File: config.mk
export PLATFORM = sky130hd
export DESIGN_NAME = bpc_merge
export DESIGN_NICKNAME = d
export VERILOG_FILES = /design/src/rtl/core/box_point_classifier_top_macros.svh /design/src/rtl/core/bpc_pkg.sv /design/src/rtl/core/bpc_merge.sv
export SDC_FILE = /design/constraint.sdc
export NUM_CORES = 1
export LEC_CHECK = 0
export ABC_CLOCK_PERIOD_IN_PS = 6500
export BUFFER_PORTS_ARGS = -buffer_cell sky130_fd_sc_hd__buf_2
export CELL_PAD_IN_SITES_DETAIL_PLACEMENT = 0
export CELL_PAD_IN_SITES_GLOBAL_PLACEMENT = 1
export CORE_UTILIZATION = 37
export CTS_CLUSTER_SIZE = 28
export DETAILED_ROUTE_END_ITERATION = 6
export HOLD_SLACK_MARGIN = 0.08
export PLACE_DENSITY_LB_ADDON = 0.1
export REMOVE_ABC_BUFFERS = 1
export SLEW_MARGIN = 30
export SYNTH_ARGS = -nofsm -noshare
export SYNTH_HDL_FRONTEND = slang
export SYNTH_SLANG_ARGS = --single-unit
File: constraint.sdc
create_clock -name clk -period 6.5 [get_ports clk]
set_input_delay 0.65 -clock clk [delete_from_list [all_inputs] [get_ports clk]]
set_output_delay 0.65 -clock clk [all_outputs]
set_load 0.05 [all_outputs]
File: src/rtl/core/box_point_classifier_top_macros.svh
// assertion macros for the box point classifier
`ifndef BOX_POINT_CLASSIFIER_TOP_MACROS_SVH
`define BOX_POINT_CLASSIFIER_TOP_MACROS_SVH

// same-cycle implication, disabled in reset
`define BPC_ASSERT_NOW(lbl, ante, cons, msg) \
  lbl: assert property (@(posedge clk) disable iff (rst) (ante) |-> (cons)) else $error(msg);

// next-cycle implication, disabled in reset
`define BPC_ASSERT_NEXT(lbl, ante, cons, msg) \
  lbl: assert property (@(posedge clk) disable iff (rst) (ante) |=> (cons)) else $error(msg);

`endif

File: src/rtl/core/bpc_pkg.sv
// shared constants and types of the box point classifier
`default_nettype none
package bpc_pkg;

  localparam int NUM_LANES   = 3;
  localparam int DIV_STEPS   = 32;
  // setup, magnitude, divider steps, saturation
  localparam int LANE_STAGES = DIV_STEPS + 3;

  localparam logic signed [31:0] Q_MAX   = 32'sh7fffffff;
  localparam logic signed [31:0] Q_MIN   = 32'sh80000000;
  localparam logic [30:0]        MAG_MAX = 31'h7fffffff;

  localparam logic [2:0] REG_CORNER_ONE_X = 3'd0;
  localparam logic [2:0] REG_CORNER_ONE_Y = 3'd1;
  localparam logic [2:0] REG_CORNER_ONE_Z = 3'd2;
  localparam logic [2:0] REG_CORNER_TWO_X = 3'd3;
  localparam logic [2:0] REG_CORNER_TWO_Y = 3'd4;
  localparam logic [2:0] REG_CORNER_TWO_Z = 3'd5;
  localparam logic [2:0] REG_UNBOUNDED    = 3'd6;

  typedef struct packed {
    logic neg;
    logic zero;
    logic ovf;
    logic flat;
    logic contained;
  } bpc_flags_t;

  typedef struct packed {
    logic signed [31:0] norm;
    logic [30:0]        mag;
    logic               contained;
    logic               flat;
  } bpc_lane_res_t;

endpackage
`default_nettype wire

File: src/rtl/core/bpc_merge.sv
// merges the three lanes into the output word register
`default_nettype none
module bpc_merge (
  input  wire logic                    clk,
  input  wire logic                    en,
  input  wire logic                    unbounded,
  input  wire bpc_pkg::bpc_lane_res_t  lx,
  input  wire bpc_pkg::bpc_lane_res_t  ly,
  input  wire bpc_pkg::bpc_lane_res_t  lz,
  output logic                         inside_res,
  output logic signed [31:0]           norm_x,
  output logic signed [31:0]           norm_y,
  output logic signed [31:0]           norm_z,
  output logic [30:0]                  box_distance,
  output logic                         flat_axis
);

  logic [30:0] m_xy;
  logic [30:0] m_all;

  assign m_xy  = (lx.mag > ly.mag) ? lx.mag : ly.mag;
  assign m_all = (m_xy > lz.mag) ? m_xy : lz.mag;

  always_ff @(posedge clk) begin
    if (en) begin
      inside_res   <= unbounded || (lx.contained && ly.contained && lz.contained);
      norm_x       <= lx.norm;
      norm_y       <= ly.norm;
      norm_z       <= lz.norm;
      box_distance <= m_all;
      flat_axis    <= lx.flat || ly.flat || lz.flat;
    end
  end

endmodule
`default_nettype wire
== After elaboration in Yosys (flattened, before gate mapping) ==
Index checks and enable logic that the tools add are counted.

* $add $sub $neg: 0
* Multiply operators: 0
* Div/mod/pow operators: 0
* Order comparisons: 2
* Eq/ne operators: 0
* Shifts and indexed selects: 0
* Mux-type cells: 2
* Bitwise operators: 0
* Reductions and logical operators: 5

{| class="wikitable"
|+ Operator list
! operator !! count
|-
| $gt 31x31->1 || 2
|-
| $mux 31 || 2
|-
| $logic_or 1x1->1 || 3
|-
| $logic_and 1x1->1 || 2
|}

* Register bits after elaboration: 129
* Bits in latches: 0
* Bits in writable memories: 0
* Bits in read-only memories: 0
* Word-level logic and storage cells: 15
* Memories kept: 0

== Depth between registers and ports, before layout ==
* Depth after elaboration: 4
* Gate-level depth with buffers: 18
* Depth with buffers taken out: 15

== Least setup slack after synthesis ==
Ideal clock, no wire load.

* Path type: input to register
* Start point: input ly[12] (netlist name)
* End point: register box_distance[15] (data pin)
* Library setup time: 266 ps
* Arrival: 3661 ps
* Data required time: 6234 ps
* Slack: 2572 ps
* Stages on the path: 18
* Path buffers: 3
* Cell sequence: inv_1 > ha_1 > a21oi_1 > o21bai_1 > a2111o_1 > o21a_2 > buf_2 > o21ai_1 > nand2_1 > ha_1 > nand4_1 > nor4_2 > o31ai_1 > nand4_1 > and2_1 > buf_2 > buf_6 > a31oi_1

* Longest elaborated chain between the ends: 4

{| class="wikitable"
|+ RTL lines
! item !! line !! source
|-
| from (decl) || bpc_merge.sv:8 || <nowiki>input wire bpc_pkg::bpc_lane_res_t ly,</nowiki>
|-
| $gt 31x31->1 || bpc_merge.sv:21 || <nowiki>assign m_xy = (lx.mag > ly.mag) ? lx.mag : ly.mag;</nowiki>
|-
| $mux 31 (*) || bpc_merge.sv:21 ||
|-
| $gt 31x31->1 || bpc_merge.sv:22 || <nowiki>assign m_all = (m_xy > lz.mag) ? m_xy : lz.mag;</nowiki>
|-
| $mux 31 (*) || bpc_merge.sv:22 ||
|-
| via m_all[15] || bpc_merge.sv:19 || <nowiki>logic [30:0] m_all;</nowiki>
|-
| to (signal assigned) || bpc_merge.sv:30 || <nowiki>box_distance <= m_all;</nowiki>
|-
| to (decl) || bpc_merge.sv:14 || <nowiki>output logic [30:0] box_distance,</nowiki>
|}

The timed path passes the listed nets; every way through them passes the cells marked *.
A chain may end at the register's enable or synchronous reset.

== Worst setup path in the final report ==
* Start point: input ly[12] (netlist name)
* End point: register box_distance[4] (data pin)

Same word-level chain as after synthesis.

==> results_dict.tcl <==
set metrics [dict create \
    critPathMaxFanout 19 \
    finalMaxSlewViolations 0 \
    port_buffers 326 \
    fin_crit_sh_pct 74.90 \
    required_ns 6.65 \
    synth-edff-count 129 \
    synth-seq-cells 129 \
    drc_errors 0 \
    syn_inst 532 \
    post_cts_buffers 0 \
    first_pass_iters 5 \
    ant_nets 0 \
    pwr_density_cell_nw_per_um2 314.3 \
    fp.coreArea_um2 16700 \
    finalHoldViolCount 0 \
    final_nets 1123 \
    die_area_um2 17760 \
    htree_levels 4 \
    worst_pin_slew_ns 0.7891 \
    syn_area_per_cell_um2 11.99 \
    grt_pass1_wl_mm 29.93 \
    path_class "in -> reg" \
    synthArstFlopShare_pct 0 \
    drive_gt1_share_pct 42.81 \
    cp-end-kind "flip-flop" \
    grt_pass1_vias 5411 \
    startpoint_type "primary input" \
    peakVddDrop_uv 172.5 \
    die_h_um 133.3 \
    grtUsageTotal_pct 22.62 \
    ys_seq_area_share_pct 60.74 \
    synth_flop_cell "edfxtp_1" \
    synth_area_um2 6377 \
    rsz0062_at_grt "no" \
    cts_buffers 17 \
    ctsLongestPathBuffers 2 \
    final_util_pct 53.26 \
    max_freq_mhz 205.4 \
    gp_congestion 0.8166 \
    setup_violations 0 \
    start_util_pct 38.19 \
    clk_pin_slew_worst_paths_ns 0.07 \
    routed_wl_mm 20.11 \
    outcome "finished clean" \
    tns_ns 0 \
    post-dp-hpwl_mm 15.33 \
    vias 5514 \
    yosysMostFrequentCell "edfxtp_1" \
    hold_buffers 0 \
    cp_data_arrival_time_ns 5.02 \
    yosys.area.top_type "edfxtp_1" \
    ctsResizeCount 0 \
    die_w_um 133.3 \
    grt_overflow 0 \
    hold_depth 1 \
    ios 327 \
    cap_viol_max_count 0 \
    viasPerCell 5.022 \
    hold_start "lx[47]" \
    ys_warn_count 0 \
    antenna_found_initial 2 \
    synth.area.top_cells "edfxtp_1 61%, ha_1 12%, a21oi_1 4.1%" \
    period_needed_ns 4.869 \
    cts_tree "built" \
    synth_common_cells "129 x edfxtp_1, 62 x ha_1, 62 x inv_1" \
    wl_per_cell_um 18.32 \
    grt_max_degree 74 \
    relSlewSlack_pct 47.39 \
    synth_cell_type_count 39 \
    worstHoldPathType "in -> reg" \
    holdPathEnd "norm_x[14]$_DFFE_PP_" \
    rows 47 \
    cts_num_sinks 129 \
    drt_iter0_drc 306 \
    p_leak_nw 4.209 \
    yosysTopAreaCellShare_pct 60.74 \
    syn2layout_area_growth_pct 39.47 \
    clockRootBuffer "clkbuf_16" \
]
==> metrics by stage <==
step | worst slack (ns) | instances | instance area [µm²] | hold slack, ns | power [mW]
3_5_place_dp | 1.216 | 1063 | 8248 | 0.8283 | 1.814
5_1_grt | 1.305 | 1098 | 8895 | 0.3824 | 2.916
4_1_cts | 1.666 | 1095 | 8862 | 0.3829 | 2.819
6_report | 1.631 | 1098 | 8895 | 0.4060 | 2.795
3_3_place_gp | 1.268 | 1063 | 8247 | 0.8259 | 1.804
2_1_floorplan | 0.5854 | 510 | 6260 | 0.7489 | 1.556
==> how the worst max path moves through the flow <==
stage	start	to	slack [ns]	depth (start not counted)
3_5_place_dp	ly[12]	box_distance[6]$_DFFE_PP_	1.22	18
2_1_floorplan	ly[12]	box_distance[0]$_DFFE_PP_	0.59	15
5_1_grt	ly[12]	box_distance[6]$_DFFE_PP_	1.31	18
3_3_place_gp	lx[14]	box_distance[15]$_DFFE_PP_	1.27	17
6_report	ly[12]	box_distance[4]$_DFFE_PP_	1.63	18
4_1_cts	ly[12]	box_distance[16]$_DFFE_PP_	1.67	18
==> layout make-up <==
type                       count  area, µm²
antenna                        2      5.005
clock buffer                  17      425.4
clock inverter                15      188.9
fill                        1548       7806
inverter                      62      232.7
multi-input combinational    319       2167
sequential                   129       3874
tap                          220      275.3
timing repair buffer         334       1727
==> critical path, cell delays in order <==
cell and delay (ns):
buf_2 0.09, inv_1 0.04, ha_1 0.29, a21oi_1 0.19, o21bai_1 0.09, a2111o_1 0.49
o21ai_2 0.67, buf_4 0.36, nand3_1 0.13, nand2_1 0.08, ha_1 0.16, nand4_1 0.19
nor4_2 0.43, o31ai_1 0.13, nand4_1 0.13, and2_1 0.53, buf_12 0.24, a31oi_1 0.11
==> layout by cell type (no fill, tap or decap), types with 2 or more instances in the layout <==
cell type   instances
buf_2             325
a21oi_1            52
a211oi_1            3
and2_1              2
nand3b_1            2
clkbuf_16          17
inv_6               6
nor3_1              4
o21ai_1            19
clkinvlp_4          2
buf_4               7
nand4_1            12
o21ai_0            21
nand3_1            37
o21ai_2             2
edfxtp_1          129
o21a_2              2
diode_2             2
bufinv_16           2
inv_8               4
inv_1              62
nor2_1              8
nand2_1            40
a31oi_1            31
ha_1               62
and3_1              2
==> cell families (layout without fill, tap and decap cells) <==
group / Yosys count / in the layout / synth area share (%)
simple gates: 113 / 113 / 8.574
fa+ha+maj: 62 / 62 / 12.16
compound gates: 144 / 144 / 13.03
other cells: 0 / 2 / 0
buf+inv: 84 / 428 / 5.493
flops: 129 / 129 / 60.74
==> power by group <==
part	internal, mW	switching [mW]
clock	0.586	0.413
sequential	1.02	0.0212
combinational	0.205	0.552
total	1.81	0.986
==> sequential cells by signal (all words and copies together), names as in the netlist <==
name,cells
norm_z,32
flat_axis,1
box_distance,31
inside_res,1
norm_x,32
norm_y,32
==> per-layer routing <==
metal	track usage (%)	wire (µm)	vias to the layer above
met5	0	0	-
met4	9.848	439	0
met3	4.718	1482	31
met2	38.25	10110	254
met1	27.91	8078	2564
li1	-	-	2665
Note: power is estimated with default switching activity, not from simulation.
