==> config.mk <==
export PLATFORM = sky130hd
export DESIGN_NAME = bpc_lane
export DESIGN_NICKNAME = d
export VERILOG_FILES = /design/src/rtl/core/box_point_classifier_top_macros.svh /design/src/rtl/core/bpc_pkg.sv /design/src/rtl/core/bpc_lane.sv
export SDC_FILE = /design/constraint.sdc
export NUM_CORES = 2
export LEC_CHECK = 0
export ABC_CLOCK_PERIOD_IN_PS = 13650
export BUFFER_PORTS_ARGS = -buffer_cell sky130_fd_sc_hd__buf_2
export CAP_MARGIN = 20
export CORE_MARGIN = 3
export CORE_UTILIZATION = 60
export DETAILED_ROUTE_END_ITERATION = 7
export PLACE_DENSITY = 0.84
export SLEW_MARGIN = 15
export SYNTH_ARGS = -nofsm -noshare
export SYNTH_HDL_FRONTEND = slang
export SYNTH_SLANG_ARGS = --single-unit
export TNS_END_PERCENT = 5
==> constraint.sdc <==
create_clock -name clk -period 13.65 [get_ports clk]
set_clock_uncertainty 0.15 [all_clocks]
set_input_delay 1.365 -clock clk [delete_from_list [all_inputs] [get_ports clk]]
set_output_delay 1.365 -clock clk [all_outputs]
set_load 0.005 [all_outputs]
==> src/rtl/core/box_point_classifier_top_macros.svh <==
// assertion macros for the box point classifier
`ifndef BOX_POINT_CLASSIFIER_TOP_MACROS_SVH
`define BOX_POINT_CLASSIFIER_TOP_MACROS_SVH

// same-cycle implication, disabled in reset
`define BPC_ASSERT_NOW(lbl, ante, cons, msg) \
  lbl: assert property (@(posedge clk) disable iff (rst) (ante) |-> (cons)) else $error(msg);

// next-cycle implication, disabled in reset
`define BPC_ASSERT_NEXT(lbl, ante, cons, msg) \
  lbl: assert property (@(posedge clk) disable iff (rst) (ante) |=> (cons)) else $error(msg);

`endif

==> src/rtl/core/bpc_pkg.sv <==
// shared constants and types of the box point classifier
`default_nettype none
package bpc_pkg;

  localparam int NUM_LANES   = 3;
  localparam int DIV_STEPS   = 32;
  // setup, magnitude, divider steps, saturation
  localparam int LANE_STAGES = DIV_STEPS + 3;

  localparam logic signed [31:0] Q_MAX   = 32'sh7fffffff;
  localparam logic signed [31:0] Q_MIN   = 32'sh80000000;
  localparam logic [30:0]        MAG_MAX = 31'h7fffffff;

  localparam logic [2:0] REG_CORNER_ONE_X = 3'd0;
  localparam logic [2:0] REG_CORNER_ONE_Y = 3'd1;
  localparam logic [2:0] REG_CORNER_ONE_Z = 3'd2;
  localparam logic [2:0] REG_CORNER_TWO_X = 3'd3;
  localparam logic [2:0] REG_CORNER_TWO_Y = 3'd4;
  localparam logic [2:0] REG_CORNER_TWO_Z = 3'd5;
  localparam logic [2:0] REG_UNBOUNDED    = 3'd6;

  typedef struct packed {
    logic neg;
    logic zero;
    logic ovf;
    logic flat;
    logic contained;
  } bpc_flags_t;

  typedef struct packed {
    logic signed [31:0] norm;
    logic [30:0]        mag;
    logic               contained;
    logic               flat;
  } bpc_lane_res_t;

endpackage
`default_nettype wire

==> src/rtl/core/bpc_lane.sv <==
// one axis lane: bounds, containment and pipelined normalising divider
`default_nettype none
module bpc_lane (
  input  wire logic                                 clk,
  input  wire logic [bpc_pkg::LANE_STAGES-1:0]      en,
  input  wire logic signed [31:0]                   corner_a,
  input  wire logic signed [31:0]                   corner_b,
  input  wire logic signed [31:0]                   point,
  output bpc_pkg::bpc_lane_res_t                    res
);

  logic signed [31:0] mn;
  logic signed [31:0] mx;
  logic [32:0]        den;
  logic               flat_c;

  assign mn     = (corner_a < corner_b) ? corner_a : corner_b;
  assign mx     = (corner_a < corner_b) ? corner_b : corner_a;
  assign den    = {mx[31], mx} - {mn[31], mn};
  assign flat_c = (den == 33'd0);

  // stage a: offset from centre, doubled
  logic [34:0] num_a;
  logic        inside_a;

  always_ff @(posedge clk) begin
    if (en[0]) begin
      num_a    <= {{2{point[31]}}, point, 1'b0} - {{3{mx[31]}}, mx} - {{3{mn[31]}}, mn};
      inside_a <= (point >= mn) && (point <= mx);
    end
  end

  // stage b: magnitude and quotient overflow check
  logic [34:0] abs_b;
  logic [33:0] mag_b;
  logic        ovf_b;

  assign abs_b = num_a[34] ? (~num_a + 35'd1) : num_a;
  assign mag_b = abs_b[33:0];
  assign ovf_b = {15'd0, mag_b} >= {den, 16'd0};

  logic [49:0]         r [0:bpc_pkg::DIV_STEPS];
  logic [31:0]         q [0:bpc_pkg::DIV_STEPS];
  bpc_pkg::bpc_flags_t f [0:bpc_pkg::DIV_STEPS];

  assign q[0] = 32'd0;

  always_ff @(posedge clk) begin
    if (en[1]) begin
      r[0]           <= {mag_b, 16'd0};
      f[0].neg       <= num_a[34];
      f[0].zero      <= (num_a == 35'd0);
      f[0].ovf       <= ovf_b;
      f[0].flat      <= flat_c;
      f[0].contained <= inside_a;
    end
  end

  // one quotient bit per stage, most significant first
  for (genvar j = 0; j < bpc_pkg::DIV_STEPS; j++) begin : g_step
    logic [63:0] dsh;
    logic [63:0] rx;
    logic [63:0] diff;
    logic        ge;

    always_comb begin
      dsh  = {31'd0, den} << (bpc_pkg::DIV_STEPS - 1 - j);
      rx   = {14'd0, r[j]};
      diff = rx - dsh;
      ge   = (rx >= dsh);
    end

    always_ff @(posedge clk) begin
      if (en[j + 2]) begin
        r[j + 1] <= ge ? diff[49:0] : r[j];
        q[j + 1] <= {q[j][30:0], ge};
        f[j + 1] <= f[j];
      end
    end
  end

  // saturation and sign
  bpc_pkg::bpc_flags_t ff;
  logic [31:0]         qf;
  logic signed [31:0]  norm_c;
  logic [30:0]         mag_c;

  assign ff = f[bpc_pkg::DIV_STEPS];
  assign qf = q[bpc_pkg::DIV_STEPS];

  always_comb begin
    if (ff.flat && ff.zero) begin
      norm_c = 32'sd0;
      mag_c  = 31'd0;
    end else if (ff.flat || ff.ovf) begin
      norm_c = ff.neg ? bpc_pkg::Q_MIN : bpc_pkg::Q_MAX;
      mag_c  = bpc_pkg::MAG_MAX;
    end else if (!ff.neg) begin
      norm_c = qf[31] ? bpc_pkg::Q_MAX : $signed(qf);
      mag_c  = qf[31] ? bpc_pkg::MAG_MAX : qf[30:0];
    end else begin
      norm_c = (qf > 32'h80000000) ? bpc_pkg::Q_MIN : $signed(~qf + 32'd1);
      mag_c  = qf[31] ? bpc_pkg::MAG_MAX : qf[30:0];
    end
  end

  always_ff @(posedge clk) begin
    if (en[bpc_pkg::LANE_STAGES-1]) begin
      res.norm      <= norm_c;
      res.mag       <= mag_c;
      res.contained <= ff.contained;
      res.flat      <= ff.flat;
    end
  end

endmodule
`default_nettype wire

== Yosys cells after proc, flatten, opt, wreduce, memory -nomap -nowiden ==
Memory sizes are Yosys's and may differ from the RTL's.
Index checks and enable logic that the tools add are counted.
Widths: inputs -> output; s select.

* Register bits after elaboration: 629
* Bits in writable memories: 1815
* Input bits: 132
* Output and inout bits: 65
* Memories kept: 2

{| class="wikitable"
|+ Memory list
! name !! depth !! width !! read ports !! clocked after Yosys merged registers in !! wr ports !! RTL line !! text
|-
| r || 33 || 50 || 32 || 0 || 33 || bpc_lane.sv:42 || <nowiki>logic [49:0] r [0:bpc_pkg::DIV_STEPS];</nowiki>
|-
| f || 33 || 5 || 33 || 0 || 33 || bpc_lane.sv:44 || <nowiki>bpc_pkg::bpc_flags_t f [0:bpc_pkg::DIV_STEPS];</nowiki>
|}

* Add/subtract/negate cells: 37
* Magnitude comparators: 37
* Muxes and demuxes: 108
* Bitwise logic cells: 2
* Reduce and logical (&&, ||, !) cells: 5

{| class="wikitable"
|+ Operators by type and width
! operator !! number
|-
| $mux 50 || 32
|-
| $sub 50x50->50 || 15
|-
| $mux 32 || 6
|-
| $mux 31 || 3
|-
| $mux 1 || 66
|-
| $ge 50x64->1 || 1
|-
| $ge 50x63->1 || 1
|-
| $ge 50x62->1 || 1
|-
| $ge 50x61->1 || 1
|-
| $ge 50x60->1 || 1
|-
| $ge 50x59->1 || 1
|-
| $ge 50x58->1 || 1
|-
| $ge 50x57->1 || 1
|-
| $ge 50x56->1 || 1
|-
| $ge 50x55->1 || 1
|-
| $ge 50x54->1 || 1
|-
| $ge 50x53->1 || 1
|-
| $ge 50x52->1 || 1
|-
| $ge 50x51->1 || 1
|-
| $ge 50x33->1 || 1
|-
| $ge 50x34->1 || 1
|-
| $ge 50x35->1 || 1
|-
| $ge 50x36->1 || 1
|-
| $ge 50x37->1 || 1
|-
| 47 further kinds || 48
|}

== Logic depth before layout (Yosys ltp) ==
* Depth in word-level cells: 5
* Mapped depth: 46
* Mapped depth without buffers: 40

== Worst setup path before layout ==
Ideal clock, no wire load.

* Path type: in2reg
* Start: input corner_b[19]
* End: memory r[20][17] (netlist: r[0][1017]) (data pin)
* Library setup time: 260 ps
* Arrival time: 10994 ps
* Data required time: 13240 ps
* Path slack: 2245 ps
* Stages on the path: 40
* Buffers on the path: 12
* Cells stage by stage: inv_1 -> ha_1 -> buf_2 -> or4_4 -> nor4_4 -> nor2_2 -> buf_2 -> nor2_1 -> buf_2 -> o211ai_1 -> and2_1 -> ha_1 -> o31a_1 -> nor3_1 -> a2111oi_1 -> o31a_1 -> nor2_1 -> xnor2_1 -> [... 4 more ...] -> buf_2 -> buf_1 -> clkbuf_1 -> clkbuf_1 -> buf_1 -> ha_1 -> nor2_1 -> a31o_2 -> a211oi_1 -> a211o_1 -> a221o_1 -> maj3_2 -> maj3_2 -> maj3_2 -> a2111oi_4 -> inv_2 -> buf_6 -> mux2_4

{| class="wikitable"
|+ RTL lines
! what !! RTL line !! text
|-
| start: declaration || bpc_lane.sv:7 || <nowiki>input wire logic signed [31:0] corner_b,</nowiki>
|-
| end: declaration || bpc_lane.sv:42 ||
|}

==> summary.md <==
| Metric | Value |
|---|---|
| Die H | `around 470 um` |
| Final setup violation count | `0` |
| Crit path kind | `primary input to flop` |
| Worst path required time | `14.12 ns` |
| Pre-CTS setup slack | `between 1 and 1.5 ns` |
| Most common cell in the synthesized netlist | `edfxtp_1` |
| Synth Net Count | `between 10k and 15k` |
| Sw frac | `42.31%` |
| DRC Markers | `1` |
| Placer Congestion | `a little under 1` |
| Status | `complete, but fails checks` |
| Cell taking the most area after synthesis | `edfxtp_1` |
| Failing checks | `DRC` |
| Vias in the first global route | `94.94k` |
| Critical-path top delay cell | `o211a_1` |
| Buffer and inverter count on the worst path | `3` |
| Final hold viol count | `0` |
| EDFF count, synth | `2002` |
| Setup crit end | `r[0][1045]` |
| Worst setup EP type | `flop` |
| Post-layout worst setup margin | `1.813 ns` |
| Drt pass-1 iters | `8` |
| Fillers | `between 15k and 20k` |
| Clk slew on worst S/H paths | `0.07 ns` |
| Worst r2r path cells | `23` |
| Clk pwr share | `~17%` |
| Worst skew pair latency | `approximately 0.88 ns` |
| Critical R2R Launch | `r[0][963]` |
| CP max FO | `20` |
| Synth unique cells | `approximately 110` |
| Ys Warns | `0` |
| Largest net degree at the start of global routing | `77` |
| Top-area cell type share of the netlist area | `between 40% and 50%` |
| CTS Buf Count | `206` |
| Post-CTS sizing | `0` |
| Hpwl dp | `around 290 mm` |
| NumNets Final | `13.29k` |
| Hold-critical path depth | `0` |
| I/O Buffers | `approximately 200` |
| 1st-iter DRT viols | `around 11k` |
| Reg2reg end | `r[0][1045]` |
| Clock tree buffer depth | `3` |
| Initial antenna violation count | `23` |
| Register area share after synthesis | `a little under half` |
| Main synth FF type | `edfxtp_1` |
| Largest delay contributor family on the critical path | `compound AO/OA/AOI/OAI gates` |
| H-tree depth | `4` |
| Least-Margin Pin Slew | `between 1 and 1.5 ns` |
| Critical Path Start | `corner_a[14]` |
| Overall power consumption | `between 30000 and 40000 uW` |
| Area Growth Syn to Fin | `9.627%` |
| Post-CTS Setup Inserts | `0` |
| Max Slew Vio Count | `0` |
| Routed wire length per instance | `roughly 26 um` |
| Switch Pwr | `14840 uW` |
| Routed vias | `just under 100k` |
| Rel. slew slack | `between 20% and 30%` |
| Yosys reg bits | `~2k` |
| Post-Route WL | `392.6 mm` |
| Average cell area after synthesis | `between 10 and 15 sq um` |
| Row cnt | `~170` |
| Fmax | `around 0.084 GHz` |
| Synthesized area | `roughly 130000 sq um` |
| Chip width | `465.2 um` |
| Gate power share | `about 52%` |
| DP Cell Count | `14.79k` |
| Min Tclk post-route | `between 10 and 15 ns` |
| Antenna-violating nets left | `0` |
| R2R Setup Slk | `just over 6 ns` |
| Core area | `between 200000 and 250000 sq um` |
| Startpoint Class | `primary input` |
| Synth top area cells | `edfxtp_1 48%, ha_1 8.7%, xnor2_1 6.6%` |
| Synth cell count leaders | `2002 x edfxtp_1, 1047 x nand2_1, 953 x xnor2_1, 892 x o21ai_0, 886 x nor2_1` |
| Clock Sinks | `about 2k` |
| Gate count after technology mapping | `between 10k and 15k` |
| # hold bufs at CTS | `0` |
| Crit-path max cell delay | `roughly 0.78 ns` |
| Internal power | `20230 uW` |
| Max_cap viols | `0` |
| Crit path depth | `36` |
| Share of layout cells above drive strength 1 | `8.156%` |
| Share of synthesized registers carrying an async set or reset | `0%` |
| Finished Layout Cells | `15.18k` |
| Initial Utilization | `60.72%` |
| CP arrival | `between 10 and 15 ns` |
| TNS Setup | `0 ns` |
| Part of the cycle the worst path needs | `roughly 87%` |
| CTS tree | `done` |
| Gr ovfl total | `0` |
| RSZ-0062 raised after global routing | `no` |
| Hold_ws | `0.1880 ns` |
| Die area | `216400 sq um` |
| Critical path's most frequent cell | `o21ai_0` |
| CTS root buf | `clkbuf_16` |
| Worst VDD drop | `~0.00017 V` |
| Cell Pwr Density | `about 250 nW/um^2` |
| Gr usage total | `35.53%` |
| HP Class | `flop to flop` |
| IO Count | `approximately 200` |
| First-pass GRT wire length | `584.8 mm` |
| Via/cell ratio | `between 6 and 7` |
| Share of power burned in registers | `between 30% and 40%` |
| P_leak | `between 0.05 and 0.06 uW` |
-- per-layer routing --
metal | global-route usage (%) | part of all wire [%]
met1 | 45.41 | 38
met2 | 56.93 | 46
met3 | 6.693 | 9.0
met4 | 20.29 | 6.8
met5 | 0 | 0.014
-- kinds of logic (layout without fill, tap and decap cells) --
kind of cell,count (synthesis),count (layout),synth area share [%]
simple gates,3438,3438,13.10
compound gates,2978,2978,14.57
flops,2002,2002,47.53
xor+xnor,1316,1316,9.188
fa+ha+maj,1150,1150,11.35
buf+inv,1021,1367,3.095
mux,133,133,1.176
other cells,0,11,0
-- per-stage QoR --
step	utilization [%]	cell area, sq um
3_5_place_dp	63.07	131400
6_report	66.57	138700
3_3_place_gp	63.06	131400
2_1_floorplan	-	126500
5_1_grt	66.55	138600
4_1_cts	66.53	138600
-- worst min-delay path by stage --
stage	from	end	slack [ns]
floorplan	inside_a	f[0][0]	0.25
global placement	q[180]	q[149]	0.25
detailed placement	f[0][153]	f[0][158]	0.25
CTS	q[514]	q[483]	0.19
global route	f[0][56]	f[0][61]	0.21
finish	q[514]	q[483]	0.19
-- layout by cell type, fill, tap and decap left out, drive strengths merged, types with 143 or more instances in the layout --
| cell type | n |
|---|---|
| nor3 | 221 |
| buf | 394 |
| xor2 | 356 |
| nor2 | 887 |
| nand2b | 156 |
| nand2 | 1049 |
| o21ai | 900 |
| o31ai | 143 |
| edfxtp | 2002 |
| nand3 | 210 |
| maj3 | 204 |
| clkbuf | 236 |
| inv | 590 |
| a21o | 231 |
| ha | 883 |
| nand4 | 198 |
| xnor2 | 953 |
| a21oi | 851 |
-- area by class of cell --
class                      instances  area, sq um  area share (%)
multi-input combinational       9015        62870           45.34
sequential                      2002        60120           43.35
clock buffer                     236         5268           3.799
tap                             2788         3488           2.516
timing repair buffer             394         2748           1.981
inverter                         593         2233           1.611
clock inverter                   144         1922           1.386
antenna                           11        27.53         0.01985
-- state kept, by name (all words and copies together) (netlist names) --
signal    cells
r          1208
qf           32
q           496
f           165
num_a        35
inside_a      1
res          65
-- power by group through the flow --
stage | Combinational [uW] | Sequential, uW | Clock (uW)
floorplan | 13400 | 9990 | 0
global placement | 17300 | 10800 | 0
detailed placement | 17800 | 10800 | 0
CTS | 18000 | 10700 | 6050
global route | 20000 | 10900 | 6300
finish | 18300 | 10800 | 5980
No activity file was read; power rests on OpenSTA's default activity.
